$ cat config.mk
export PLATFORM = sky130hd
export DESIGN_NAME = gfmv_sequencer
export DESIGN_NICKNAME = d
export VERILOG_FILES = /design/src/rtl/core/gfmv_pkg.sv /design/src/rtl/core/gfmv_sequencer.sv
export SDC_FILE = /design/constraint.sdc
export NUM_CORES = 1
export LEC_CHECK = 0
export ABC_CLOCK_PERIOD_IN_PS = 3000
export BUFFER_PORTS_ARGS = -buffer_cell sky130_fd_sc_hd__buf_2
export CAP_MARGIN = 5
export CORE_MARGIN = 5
export CORE_UTILIZATION = 35
export CTS_CLUSTER_DIAMETER = 40
export CTS_CLUSTER_SIZE = 20
export DETAILED_ROUTE_END_ITERATION = 12
export GPL_ROUTABILITY_DRIVEN = 0
export PLACE_DENSITY = 0.65
export SETUP_SLACK_MARGIN = 0.02
export SKIP_LAST_GASP = 1
export SLEW_MARGIN = 0
export SYNTH_ARGS = -nofsm -noshare
export SYNTH_HDL_FRONTEND = slang
export SYNTH_SLANG_ARGS = --single-unit
$ cat constraint.sdc
create_clock -name clk -period 3 [get_ports clk]
set_input_delay 0.15 -clock clk [delete_from_list [all_inputs] [get_ports clk]]
set_output_delay 0.15 -clock clk [all_outputs]
set_load 0.02 [all_outputs]
$ cat src/rtl/core/gfmv_pkg.sv
// Shared types, constants and GF(256) arithmetic for the GF(256) matrix-vector product block.
`default_nettype none

package gfmv_pkg;

  // Storage limits
  localparam int MAX_ROWS    = 2048;
  localparam int MAX_COLUMNS = 256;
  localparam int ROW_W       = $clog2(MAX_ROWS);
  localparam int COL_W       = $clog2(MAX_COLUMNS);

  // Field widths
  localparam int BYTE_W      = 8;
  localparam int ROW_CNT_W   = 12;
  localparam int COL_CNT_W   = 9;
  localparam int CFG_DATA_W  = 12;
  localparam int CFG_IDX_W   = 2;

  // Register reset values
  localparam logic [ROW_CNT_W-1:0] ROW_COUNT_RST = ROW_CNT_W'(44);
  localparam logic [COL_CNT_W-1:0] COL_COUNT_RST = COL_CNT_W'(44);

  // Low byte of the reduction polynomial x^8+x^4+x^3+x+1
  localparam logic [BYTE_W-1:0] GF_POLY_LOW = 8'h1B;

  typedef logic [BYTE_W-1:0] byte_t;
  typedef logic [ROW_W-1:0]  row_t;
  typedef logic [COL_W-1:0]  col_t;

  // Configuration register indexes
  typedef enum logic [CFG_IDX_W-1:0] {
    REG_ROW_COUNT    = 2'd0,
    REG_COLUMN_COUNT = 2'd1
  } cfg_reg_t;

  // Clamped limits, stored as last index
  typedef struct packed {
    row_t rows_m1;
    col_t cols_m1;
  } limits_t;

  // Position of the next item in the stream
  typedef struct packed {
    row_t row;
    logic first_col;
    logic last_col;
    logic last_row;
  } pos_t;

  // Shift-and-add multiply, reducing by the polynomial on each doubling
  function automatic byte_t gf_mul(input byte_t a, input byte_t b);
    byte_t x;
    byte_t r;
    x = a;
    r = '0;
    for (int k = 0; k < BYTE_W; k++) begin
      if (b[k]) r = r ^ x;
      x = {x[BYTE_W-2:0], 1'b0} ^ (x[BYTE_W-1] ? GF_POLY_LOW : byte_t'(0));
    end
    return r;
  endfunction

endpackage

`default_nettype wire

$ cat src/rtl/core/gfmv_sequencer.sv
// Row and column position counters for the column-major stream.
`default_nettype none

module gfmv_sequencer (
  input  wire logic         clk,
  input  wire logic         rst_n,
  input  wire gfmv_pkg::limits_t limits,
  input  wire logic         accept,
  output gfmv_pkg::pos_t    pos
);
  import gfmv_pkg::*;

  row_t row_r, row_nxt;
  col_t col_r, col_nxt;

  // A position at or past the last index counts as last
  assign pos.row       = row_r;
  assign pos.first_col = (col_r == '0);
  assign pos.last_col  = (col_r >= limits.cols_m1);
  assign pos.last_row  = (row_r >= limits.rows_m1);

  // Advance on each accepted transaction
  always_comb begin
    row_nxt = row_r;
    col_nxt = col_r;
    if (accept) begin
      if (pos.last_row) begin
        row_nxt = '0;
        col_nxt = pos.last_col ? col_t'(0) : col_r + col_t'(1);
      end else begin
        row_nxt = row_r + row_t'(1);
      end
    end
  end

  always_ff @(posedge clk) begin
    if (!rst_n) begin
      row_r <= '0;
      col_r <= '0;
    end else begin
      row_r <= row_nxt;
      col_r <= col_nxt;
    end
  end

endmodule

`default_nettype wire

[Word level (Yosys, flattened, before mapping)]
Cells that the tools add are included.
Cells by class
  reductions and logical operators: 2
  $add $sub $neg: 2
  order comparisons: 2
  multiplexer cells: 2
Operator list (count)
  $add 11x1->11 const B: 1
  $ge 11x11->1: 1
  $mux 11: 1
  $add 8x1->8 const B: 1
  $ge 8x8->1: 1
  $logic_not 8->1: 1
  $mux 8: 1
  $reduce_and 2->1: 1
Word-level totals
  bits in registers: 19
  output and inout port bits: 14
  input port bits: 22

[Longest topological paths before layout]
  word-level depth: 2
  depth in mapped cells: 9
  mapped depth without buffers: 8

[Worst setup path before layout]
No wires, ideal clock.
  kind: reg2reg
  start point: register row_r[0]
  end point: register col_r[2]
  slack: 1.097 ns
  period minus slack after synthesis: 1.903 ns
  setup time: 0.115 ns
  buffers on the path: 1
  required time: 2.885 ns
  data arrival time: 1.789 ns
  cell stages (with the launch flop): 10
  cells stage by stage: dfxtp_1 > inv_1 > ha_1 > nor2b_1 > o21ai_0 > a21oi_2 > a21boi_4 > buf_6 > and4b_1 > o21a_1
Between the ends
  cells in the longest elaborated chain, start to end: 2
RTL lines
  start: declaration: RTL line gfmv_sequencer.sv:13  | row_t row_r, row_nxt;
  start signal: assignment: RTL line gfmv_sequencer.sv:41  | row_r <= row_nxt;
  $ge 11x11->1: RTL line gfmv_sequencer.sv:20  | assign pos.last_row = (row_r >= limits.rows_m1);
  $reduce_and 2->1 (no source line)
  end signal: assignment: RTL line gfmv_sequencer.sv:42  | col_r <= col_nxt;
  end: declaration: RTL line gfmv_sequencer.sv:14  | col_t col_r, col_nxt;
No other way between the ends.
A chain may end at the register's enable or synchronous reset.

[Final worst setup path]
  start point: register row_r[0]
  end point: register row_r[7]
Between the ends
  cells in the longest elaborated chain, start to end: 2
RTL lines
  $add 11x1->11 / $ge 11x11->1 (equally long branches): RTL line gfmv_sequencer.sv:31, gfmv_sequencer.sv:20
  $mux 11 *: RTL line gfmv_sequencer.sv:27  | if (pos.last_row) begin
Every way passes the cells marked *; elsewhere a longest branch is shown, timed or not.

==> flow_summary.ini <==
[synth]
ys_ff_latch = 19
synth.area.top_cells = dfxtp_1, ha_1, inv_1, xor2_1, nor2_1
syn-instance-count = 167
ys_seq_area_share_pct = 26.5
netlist.area_leader.share_pct = 26.5
synth_nets = 211
synth_area_per_cell_sq_um = 8.60
yosys.area.top_type = dfxtp_1
synthesis.area_sq_mm = 0.00144
yosys_warnings = 0
synthDistinctLibCells = 38

[global_routing]
grt_pass1_wl_um = 4800
grtUsageMet1_pct = 14.2
grt_max_degree = 14
grtUsageTotal_pct = 11.0
grt_busiest_layer = met2
grt-ovfl-total = 0
grt_use_met2_pct = 18.1
grt_use_met3_pct = 3.24
grt_pass1_vias = 1123
antenna_found_initial = 0

[clock_network]
path_clk_slew_ps = 80
cts_max_path_buffers = 2
root_buffer = clkbuf_8
clock-sinks = 19
post_cts_buffers = 0
postCtsResizedCells = 0
cts_hold_buf = 0
htreeDepth = 1
clock_latency_ps = 260
cts_buffers = 3
cts_tree = done

[timing]
rsz0062_at_grt = no
hold_viol_final = 0
min_period_over_period_pct = 73.4
fin_tns_setup_ps = 0
relSlewSlack_pct = 71.6
clock.fmax_mhz = 454
finalSetupViolCount = 0
period_needed_ps = 2200
drv_slew = 0
fin_ws_ps = 797
fin_skew_ps = 8.18
worst_pin_slew_ps = 426

[power_and_ir_drop]
ir_worst_vdd_uv = 235
combPwrFrac_pct = 12.2
p_leak_nw = 0.880
intPower_w = 0.000378
p_sw_share_pct = 25.5
p_clk_share_pct = 36.7
p_switching_w = 0.000129
p_per_area_mw_per_mm2 = 299
seq_power_share_pct = 51.1

[floorplan]
fp.dieW_um = 74.1
initial_utilization_pct = 35.9
rows = 23
coreArea_sq_mm = 0.00400
ios = 36
die_y_um = 74.1
die-area_sq_mm = 0.00548

[critical_path]
cp.required_ps = 3140
worstPathArrival_ps = 2340
worst_setup_path_start_kind = register
cp_max_fo = 13
critPathCaptureType = register
critical_path_class = register to register
rrSetupSlack_ps = 800

[drt]
first_pass_iters = 4
drc = 0
via_per_inst = 4.77
wl_per_cell_um = 11.3
vias = 1201
ant_nets = 0
routed_wl_um = 2850
drt_iter0_markers = 47

[placed_design]
port_buffers = 35
dp_hpwl_um = 2270
pre_cts_ws_ps = 832

[job]
drv_cap = 0

[cells_and_area]
diodes = 0
synthToLayoutAreaGrowth_pct = 18.2
layout-drive-gt1-share_pct = 25.2
fin_nets = 247

[hold_path]
worstHoldPathType = input pin to register

[outcome]
status = finished, final reports clean
final cells by class:
type	count	area (sq um)
Clock buffer	3	41.3
Clock inverter	1	7.51
Fill cell	409	2300
Inverter	22	82.6
Multi-Input combinational cell	122	948
Sequential cell	19	380
Tap cell	50	62.6
Timing Repair Buffer	35	175
cells in the mapped netlist:
cell       number
ha_1           22
inv_1          21
dfxtp_1        19
nor2_1         13
nand2_1        12
a21oi_1         8
nand2b_1        6
xor2_1          6
and3_1          5
nand4_1         5
o21a_1          5
a21boi_0        4
and4b_1         4
nor2b_1         4
o21ai_0         4
xnor2_1         3
a32o_1          2
buf_2           2
o21ai_2         2
or3_1           2
a2111oi_2       1
a211o_1         1
a21boi_4        1
a21oi_2         1
a22o_1          1
and3_4          1
buf_6           1
clkbuf_1        1
inv_2           1
mux2_2          1
mux2i_1         1
nand2b_4        1
nand3_1         1
nor3_2          1
nor4_1          1
o21a_4          1
o21ai_1         1
or4b_2          1
sequential cells by signal, summed over array words and instances (netlist names):
register,flops
row_r,11
col_r,8
layer usage:
| metal | vias to the layer above | part of all wire [%] | wire (um) |
|---|---|---|---|
| li1 | 643 | - | - |
| met1 | 526 | 48 | 1380 |
| met2 | 30 | 44 | 1250 |
| met3 | 2 | 7.3 | 207 |
| met4 | 0 | 0.32 | 9 |
| met5 | - | 0 | 0 |
final timing paths:
| path | from | end | depth (start not counted) |
|---|---|---|---|
| worst min register to register | row_r[10] | row_r[10] | 2 |
| worst min-delay path | rst_n | col_r[2] | 2 |
| worst max register to register | row_r[0] | row_r[7] | 8 |
| worst max-delay path | row_r[0] | row_r[7] | 8 |
per-stage QoR:
stage               hold WS (ps)  util, %  area [sq um]  std cells  total power [W]
finish                       193     42.4          1700        252         0.000508
global route                 205     42.4          1700        252         0.000537
CTS                          197     42.4          1700        252         0.000514
detailed placement           474     41.2          1650        248         0.000328
global placement             472     41.2          1650        248         0.000326
floorplan                    471        -          1440        167         0.000305
power groups by stage:
stage                     sequential [W]  clock [W]  combinational, W
after global routing            0.000260   0.000206         0.0000707
after floorplan                 0.000268          0         0.0000367
after detailed placement        0.000265          0         0.0000624
after global placement          0.000265          0         0.0000609
after CTS                       0.000259   0.000191         0.0000634
final                           0.000259   0.000186         0.0000619
critical path: stages, from the launching register on:
cell and delay [ps]:
dfxtp_1 420, inv_1 80, ha_1 270, nor2b_1 40
o21ai_0 290, a21oi_2 140, a21boi_4 320, nand2b_1 420
nor2_1 100
placed cells by master (no fill, tap or decap), drive strengths merged:
cell type / instances
buf: 35
ha: 22
inv: 22
dfxtp: 19
nor2: 13
nand2: 12
a21oi: 9
nand2b: 7
o21ai: 7
xor2: 6
o21a: 6
and3: 6
nand4: 5
a21boi: 5
nor2b: 4
and4b: 4
xnor2: 3
clkbuf: 3
a32o: 2
or3: 2
nor3: 1
a2111oi: 1
a211o: 1
or4b: 1
nor4: 1
mux2i: 1
a22o: 1
mux2: 1
nand3: 1
clkinvlp: 1
logic make-up (layout without fill, tap and decap cells):
| group | Yosys count | count (layout) | synth area share [%] |
|---|---|---|---|
| muxes | 2 | 2 | 1.48 |
| AOI/OAI and AO/OA | 32 | 32 | 17.1 |
| adders and majority gates | 22 | 22 | 19.2 |
| xor gates and xnor gates | 9 | 9 | 5.49 |
| and+or+nand+nor | 57 | 57 | 22.8 |
| buffers and inverters | 26 | 61 | 7.49 |
| DFF | 19 | 19 | 26.5 |
Power figures use the tool's default switching activity.
