--- src/rtl/core/gfmv_pkg.sv ---
// Shared types, constants and GF(256) arithmetic for the GF(256) matrix-vector product block.
`default_nettype none

package gfmv_pkg;

  // Storage limits
  localparam int MAX_ROWS    = 2048;
  localparam int MAX_COLUMNS = 256;
  localparam int ROW_W       = $clog2(MAX_ROWS);
  localparam int COL_W       = $clog2(MAX_COLUMNS);

  // Field widths
  localparam int BYTE_W      = 8;
  localparam int ROW_CNT_W   = 12;
  localparam int COL_CNT_W   = 9;
  localparam int CFG_DATA_W  = 12;
  localparam int CFG_IDX_W   = 2;

  // Register reset values
  localparam logic [ROW_CNT_W-1:0] ROW_COUNT_RST = ROW_CNT_W'(44);
  localparam logic [COL_CNT_W-1:0] COL_COUNT_RST = COL_CNT_W'(44);

  // Low byte of the reduction polynomial x^8+x^4+x^3+x+1
  localparam logic [BYTE_W-1:0] GF_POLY_LOW = 8'h1B;

  typedef logic [BYTE_W-1:0] byte_t;
  typedef logic [ROW_W-1:0]  row_t;
  typedef logic [COL_W-1:0]  col_t;

  // Configuration register indexes
  typedef enum logic [CFG_IDX_W-1:0] {
    REG_ROW_COUNT    = 2'd0,
    REG_COLUMN_COUNT = 2'd1
  } cfg_reg_t;

  // Clamped limits, stored as last index
  typedef struct packed {
    row_t rows_m1;
    col_t cols_m1;
  } limits_t;

  // Position of the next item in the stream
  typedef struct packed {
    row_t row;
    logic first_col;
    logic last_col;
    logic last_row;
  } pos_t;

  // Shift-and-add multiply, reducing by the polynomial on each doubling
  function automatic byte_t gf_mul(input byte_t a, input byte_t b);
    byte_t x;
    byte_t r;
    x = a;
    r = '0;
    for (int k = 0; k < BYTE_W; k++) begin
      if (b[k]) r = r ^ x;
      x = {x[BYTE_W-2:0], 1'b0} ^ (x[BYTE_W-1] ? GF_POLY_LOW : byte_t'(0));
    end
    return r;
  endfunction

endpackage

`default_nettype wire

--- src/rtl/core/gfmv_intf.sv ---
// Channel interfaces: input items, result items and configuration writes.
`default_nettype none


interface gfmv_cfg_if;
  import gfmv_pkg::*;
  logic                  valid;
  logic                  ready;
  logic [CFG_IDX_W-1:0]  index;
  logic [CFG_DATA_W-1:0] data;
  modport source (output valid, output index, output data, input ready);
  modport sink   (input valid, input index, input data, output ready);
endinterface

`default_nettype wire

--- src/rtl/core/gfmv_cfg_regs.sv ---
// Configuration registers and their clamped last-index limits.
`default_nettype none

module gfmv_cfg_regs (
  input  wire logic         clk,
  input  wire logic         rst_n,
  gfmv_cfg_if.sink          cfg_ch,
  output gfmv_pkg::limits_t limits
);
  import gfmv_pkg::*;

  logic [ROW_CNT_W-1:0] row_count_r, row_count_nxt;
  logic [COL_CNT_W-1:0] col_count_r, col_count_nxt;

  assign cfg_ch.ready = 1'b1;

  // Register write decode; unknown indexes are dropped
  always_comb begin
    row_count_nxt = row_count_r;
    col_count_nxt = col_count_r;
    if (cfg_ch.valid) begin
      unique case (cfg_reg_t'(cfg_ch.index))
        REG_ROW_COUNT:    row_count_nxt = cfg_ch.data[ROW_CNT_W-1:0];
        REG_COLUMN_COUNT: col_count_nxt = cfg_ch.data[COL_CNT_W-1:0];
        default: ;
      endcase
    end
  end

  always_ff @(posedge clk) begin
    if (!rst_n) begin
      row_count_r <= ROW_COUNT_RST;
      col_count_r <= COL_COUNT_RST;
    end else begin
      row_count_r <= row_count_nxt;
      col_count_r <= col_count_nxt;
    end
  end

  // Clamp to 1..MAX and convert to last index
  always_comb begin
    if (row_count_r == '0)
      limits.rows_m1 = '0;
    else if (row_count_r > ROW_CNT_W'(MAX_ROWS))
      limits.rows_m1 = row_t'(MAX_ROWS - 1);
    else
      limits.rows_m1 = row_t'(row_count_r - ROW_CNT_W'(1));

    if (col_count_r == '0)
      limits.cols_m1 = '0;
    else if (col_count_r > COL_CNT_W'(MAX_COLUMNS))
      limits.cols_m1 = col_t'(MAX_COLUMNS - 1);
    else
      limits.cols_m1 = col_t'(col_count_r - COL_CNT_W'(1));
  end

endmodule

`default_nettype wire

--- src/flat_wrapper.sv ---
// flat-port wrapper written by rule: the top's interface ports become plain ports
module gfmv_cfg_regs_flat import gfmv_pkg::*;
  (clk, rst_n, limits, cfg_ch_valid, cfg_ch_index, cfg_ch_data, cfg_ch_ready);
  gfmv_cfg_if cfg_ch_i ();
  input  wire logic clk;
  input  wire logic rst_n;
  output gfmv_pkg::limits_t limits;
  input wire logic [$bits(cfg_ch_i.valid)-1:0] cfg_ch_valid;
  input wire logic [$bits(cfg_ch_i.index)-1:0] cfg_ch_index;
  input wire logic [$bits(cfg_ch_i.data)-1:0] cfg_ch_data;
  output wire logic [$bits(cfg_ch_i.ready)-1:0] cfg_ch_ready;
  assign cfg_ch_i.valid = cfg_ch_valid;
  assign cfg_ch_i.index = cfg_ch_index;
  assign cfg_ch_i.data = cfg_ch_data;
  assign cfg_ch_ready = cfg_ch_i.ready;
  gfmv_cfg_regs u_core (.clk(clk), .rst_n(rst_n), .cfg_ch(cfg_ch_i), .limits(limits));
endmodule
--- config.mk ---
export PLATFORM = sky130hd
export DESIGN_NAME = gfmv_cfg_regs_flat
export DESIGN_NICKNAME = d
export VERILOG_FILES = /design/src/rtl/core/gfmv_pkg.sv /design/src/rtl/core/gfmv_intf.sv /design/src/rtl/core/gfmv_cfg_regs.sv /design/src/flat_wrapper.sv
export SDC_FILE = /design/constraint.sdc
export NUM_CORES = 1
export LEC_CHECK = 0
export CAP_MARGIN = 15
export CORE_MARGIN = 2
export CORE_UTILIZATION = 62
export DETAILED_ROUTE_END_ITERATION = 10
export DONT_BUFFER_PORTS = 1
export PLACE_DENSITY_LB_ADDON = 0.25
export SYNTH_ARGS = -nofsm -noshare
export SYNTH_HDL_FRONTEND = slang
export SYNTH_SLANG_ARGS = --single-unit
--- constraint.sdc ---
create_clock -name clk -period 1.7 [get_ports clk]
set_input_delay 0.17 -clock clk [delete_from_list [all_inputs] [get_ports clk]]
set_output_delay 0.17 -clock clk [all_outputs]
set_load 0.05 [all_outputs]
==> results of run 1 <==
cell families after synthesis:
family | after synthesis
buf+inv | 15
simple gates | 73
compound gates | 31
other cells | 1
fa+ha+maj | 6
xor+xnor | 9
mux | 10
flops | 21
cells in the mapped netlist:
cell	number
a211oi_1	1
a21boi_0	9
a21oi_1	11
a31o_2	1
a32oi_1	1
buf_2	1
buf_4	1
clkbuf_1	5
conb_1	1
dfxtp_1	21
ha_1	3
inv_1	8
maj3_1	3
mux2i_1	10
nand2_1	33
nand2_2	1
nand3_1	4
nand3_2	1
nand3b_1	3
nand4_1	1
nand4_2	1
nor2_1	11
nor2_2	1
nor2_4	1
nor2b_1	6
nor3_1	4
nor3b_1	2
nor4_4	2
o21ai_0	4
o2bb2ai_1	1
o311ai_1	1
o31ai_1	2
or3b_2	1
or4_1	1
xnor2_1	3
xor2_1	6
per-stage QoR:
step | worst slack (ns) | cells | setup TNS, ns
detailed placement | -0.0748 | 225 | -0.347
floorplan | -0.157 | 166 | -0.936
global placement | -0.00886 | 225 | -0.00886
==> results.ini, run 1 <==
[logic_synthesis]
ys_types = 36
synth_cells = 166
synthXorXnorAreaFrac_pct = 5.95
netlist.area_leader.share_pct = 31.8
synth_top_family_by_area = simple AND/OR/NAND/NOR gates
synthSimpleGateAreaFrac_pct = 29.6
synth_adder_area_share_pct = 5.10
synth_area_um2 = 1320
synth_mux_area_share_pct = 7.56
synth.largest_area_cell = dfxtp_1
synth_fp_nets = 186
synth_seq_cells = 21
avgSynthCellArea_um2 = 7.97
yosysSeqAreaShare_pct = 31.8
ys_warn_count = 0
synth_compound_area_share_pct = 15.1
synth.area.top_cells = dfxtp_1 (32%), nand2_1 (9.4%), mux2i_1 (7.6%)

[clocking]
post_cts_buffers = 5
root_buffer = clkbuf_4
hold_buffers = 7
clock-sinks = 21
numCtsBuffers = 3
cts_max_level = 1
cts-resized-gates = 23
clk_path_buf_depth = 2

[floorplanning]
die_x_um = 50.2
rows = 16
start_util_pct = 66.8
die_height_um = 50.2
io_pins = 37

[placed_design]
dpl.hpwl_um = 3240
place_congestion = 0.929
numPortBuffers = 0
place_area_um2 = 1790

[outcome]
tool.error = [ERROR DPL-0038] Utilization greater than 100%, impossible to legalize
outcome = stopped before the end
stop_stage = 4_1_cts

==> run 2, diff against run 1 <==
- CORE_AREA: not set -> 2 2 63 65
- CORE_MARGIN: 2 -> not set
- CORE_UTILIZATION: 62 -> not set
- DIE_AREA: not set -> 0 0 65 67
- PLACE_DENSITY_LB_ADDON: 0.25 -> 0.15
==> results.ini, run 2 <==
[timing]
skew_ns = 0
worstMarginPinSlew_ns = 0.616
slew_headroom_pct = 58.8
min_period_ns = 1.94
period_share_pct = 114
hold_viol = 0
rsz0062_at_grt = true
setup_slack_ns = -0.244
slew_viol_final = 0
fmaxAchievable_mhz = 515
holdWs_ns = 0.0331
finalSetupViolCount = 18

[logic_synthesis]
synth_edf_count = 0  ; unchanged
yosysSeqAreaShare_pct = 31.8  ; unchanged
synth_common_cells = nand2_1 (33), dfxtp_1 (21), a21oi_1 (11), nor2_1 (11), mux2i_1 (10)
ys_types = 36  ; unchanged
yosys.cell_count.top_type = nand2_1
async_flop_share_pct = 0  ; unchanged
synth_seq_cells = 21  ; unchanged
synth_area_um2 = 1320  ; unchanged
netlist.area_leader.share_pct = 31.8  ; unchanged
synth_fp_nets = 186  ; unchanged
ys_warn_count = 0  ; unchanged
synth_cells = 166  ; unchanged
avgSynthCellArea_um2 = 7.97  ; unchanged
synthFlopType = dfxtp_1
synth.area.top_cells = dfxtp_1 (32%), nand2_1 (9.4%), mux2i_1 (7.6%)
synth.largest_area_cell = dfxtp_1

[flow_run]
maxCapViolCount = 0

[routing]
drt_iter0_markers = 45
detail-route-antenna-nets = 0
routed_wl_um = 3330
wire_per_inst_um = 13.3
vias = 1284
drt_first_pass_iters = 6
via_per_inst = 5.12
post-route-drc-count = 0

[setup_path]
arrival_ns = 1.77
worstSetupEndpointType = output port
worstPathRequired_ns = 1.53
worstPathMaxFanout = 2
crit_path_start_kind = flip-flop
path_class = flip-flop to output port

[grt]
grt_pass1_wl_um = 5810
grt_antenna_before_repair = 0
track_usage_pct = 17.1
grt_max_degree = 17
grt_pass1_vias = 1286
gr-total-overflow = 0

[floorplanning]
io_pins = 37  ; unchanged
coreArea_um2 = 3610
start_util_pct = 36.7  ; -30 points
die_height_um = 67  ; +33%
die_x_um = 65  ; +29%
dieArea_um2 = 4360
rows = 22  ; +6

[layout]
antennaDiodeCount = 0
fin_util_pct = 60.3
finalInstanceArea_um2 = 2170
layout_commonest_cell = nand2_1
largestRegisters = u_core.row_count_r: 12 flops, u_core.col_count_r: 9 flops
layout_common_cells = nand2_1 (31), buf_4 (20), dfxtp_1 (14)
register_area_um2 = 434
layout-drive-gt1-share_pct = 48.8
top_register = u_core.row_count_r
nFillCells = 320
multi_input_area_um2 = 1150
largest_register_ffs = 12
areaGrowthSynthToFinish_pct = 64.2
layout.nets = 224

[clocking]
root_buffer = clkbuf_8
clk_path_buf_depth = 2  ; unchanged
numCtsBuffers = 3  ; unchanged
cts.clk_slew.worst_paths_ns = 0.08
insertion_delay_ns = 0.26
cts_tree = done
cts_max_level = 1  ; unchanged
clock-sinks = 21  ; unchanged

[power_and_ir_drop]
peakVddDrop_mv = 0.399
leakagePower_nw = 0.791
power_density_nw_per_um2 = 582

[placed_design]
numPortBuffers = 0  ; unchanged
place_congestion = 0.790  ; -15%
dp_slack_ns = -0.0478  ; +0.0270 ns
dpl.hpwl_um = 2550  ; -21%
place_area_um2 = 1800  ; +0.21%

[worst_hold_path]
min_path_type = primary input to flip-flop

[outcome]
outcome = complete, but fails checks
violations = negative setup slack

run 2: worst paths after layout:
kind                            slack [ns]  cells after the start               endpoint             startpoint
worst max-delay path                 -0.24                      5              limits[5]  u_core.col_count_r[0]
worst min-delay path                  0.03                      2  u_core.row_count_r[5]         cfg_ch_data[5]
worst max register to register        0.84                      2  u_core.col_count_r[8]  u_core.col_count_r[8]
worst min register to register        0.52                      2  u_core.row_count_r[0]  u_core.row_count_r[0]
run 2: logic make-up after synthesis:
logic type	after synthesis	synth area share [%]
AO/OA/AOI/OAI	31	15.1
XOR/XNOR	9	5.95
adder cells (fa/ha/maj)	6	5.10
buffers and inverters	15	4.63
flip-flops	21	31.8
multiplexers	10	7.56
other	1	0.283
AND/OR/NAND/NOR	73	29.6
run 2: layout make-up:
class | count | share of cell area [%]
Clock buffer | 3 | 1.90
Clock inverter | 1 | 0.345
Inverter | 8 | 1.61
Multi-Input combinational cell | 130 | 53.0
Sequential cell | 21 | 20.0
Tap cell | 48 | 2.76
Timing Repair Buffer | 40 | 20.4
run 2: routing by layer:
metal	global-route usage, %	part of all wire, %
met2	27.7	46
met4	3.19	0.36
met1	22.9	47
met5	0	0
met3	4.56	6.1
run 2: timing repair:
action / CTS / global route
hold buffers: 1 / 0
pin swaps: 10 / 15
setup endpoints to repair: 19 / 19
buffers inserted: 6 / 0
endpoints found under the hold margin: 6 / 0
resized for setup: 51 / 17
run 2: critical path, cell delays in order (launching register included):
cell and delay, ns:
dfxtp_2 0.32, or4_4 0.55, nor2_4 0.15, xor2_2 0.19, o2bb2ai_4 0.15, buf_12 0.15
run 2: where the power goes:
part	switching, W	internal (W)
registers	0.0000241	0.000509
logic	0.000228	0.000170
clock network	0.000168	0.000166
run 2: per-stage QoR:
step / instances / total power (W) / setup TNS [ns]
3_5_place_dp: 243 / 0.000879 / -0.229
3_3_place_gp: 243 / 0.000875 / 0
5_1_grt: 251 / 0.00132 / -4.69
4_1_cts: 251 / 0.00126 / -3.68
6_report: 251 / 0.00126 / -3.02
2_1_floorplan: 166 / 0.000776 / -0.936
No activity file was read; power rests on OpenSTA's default activity.
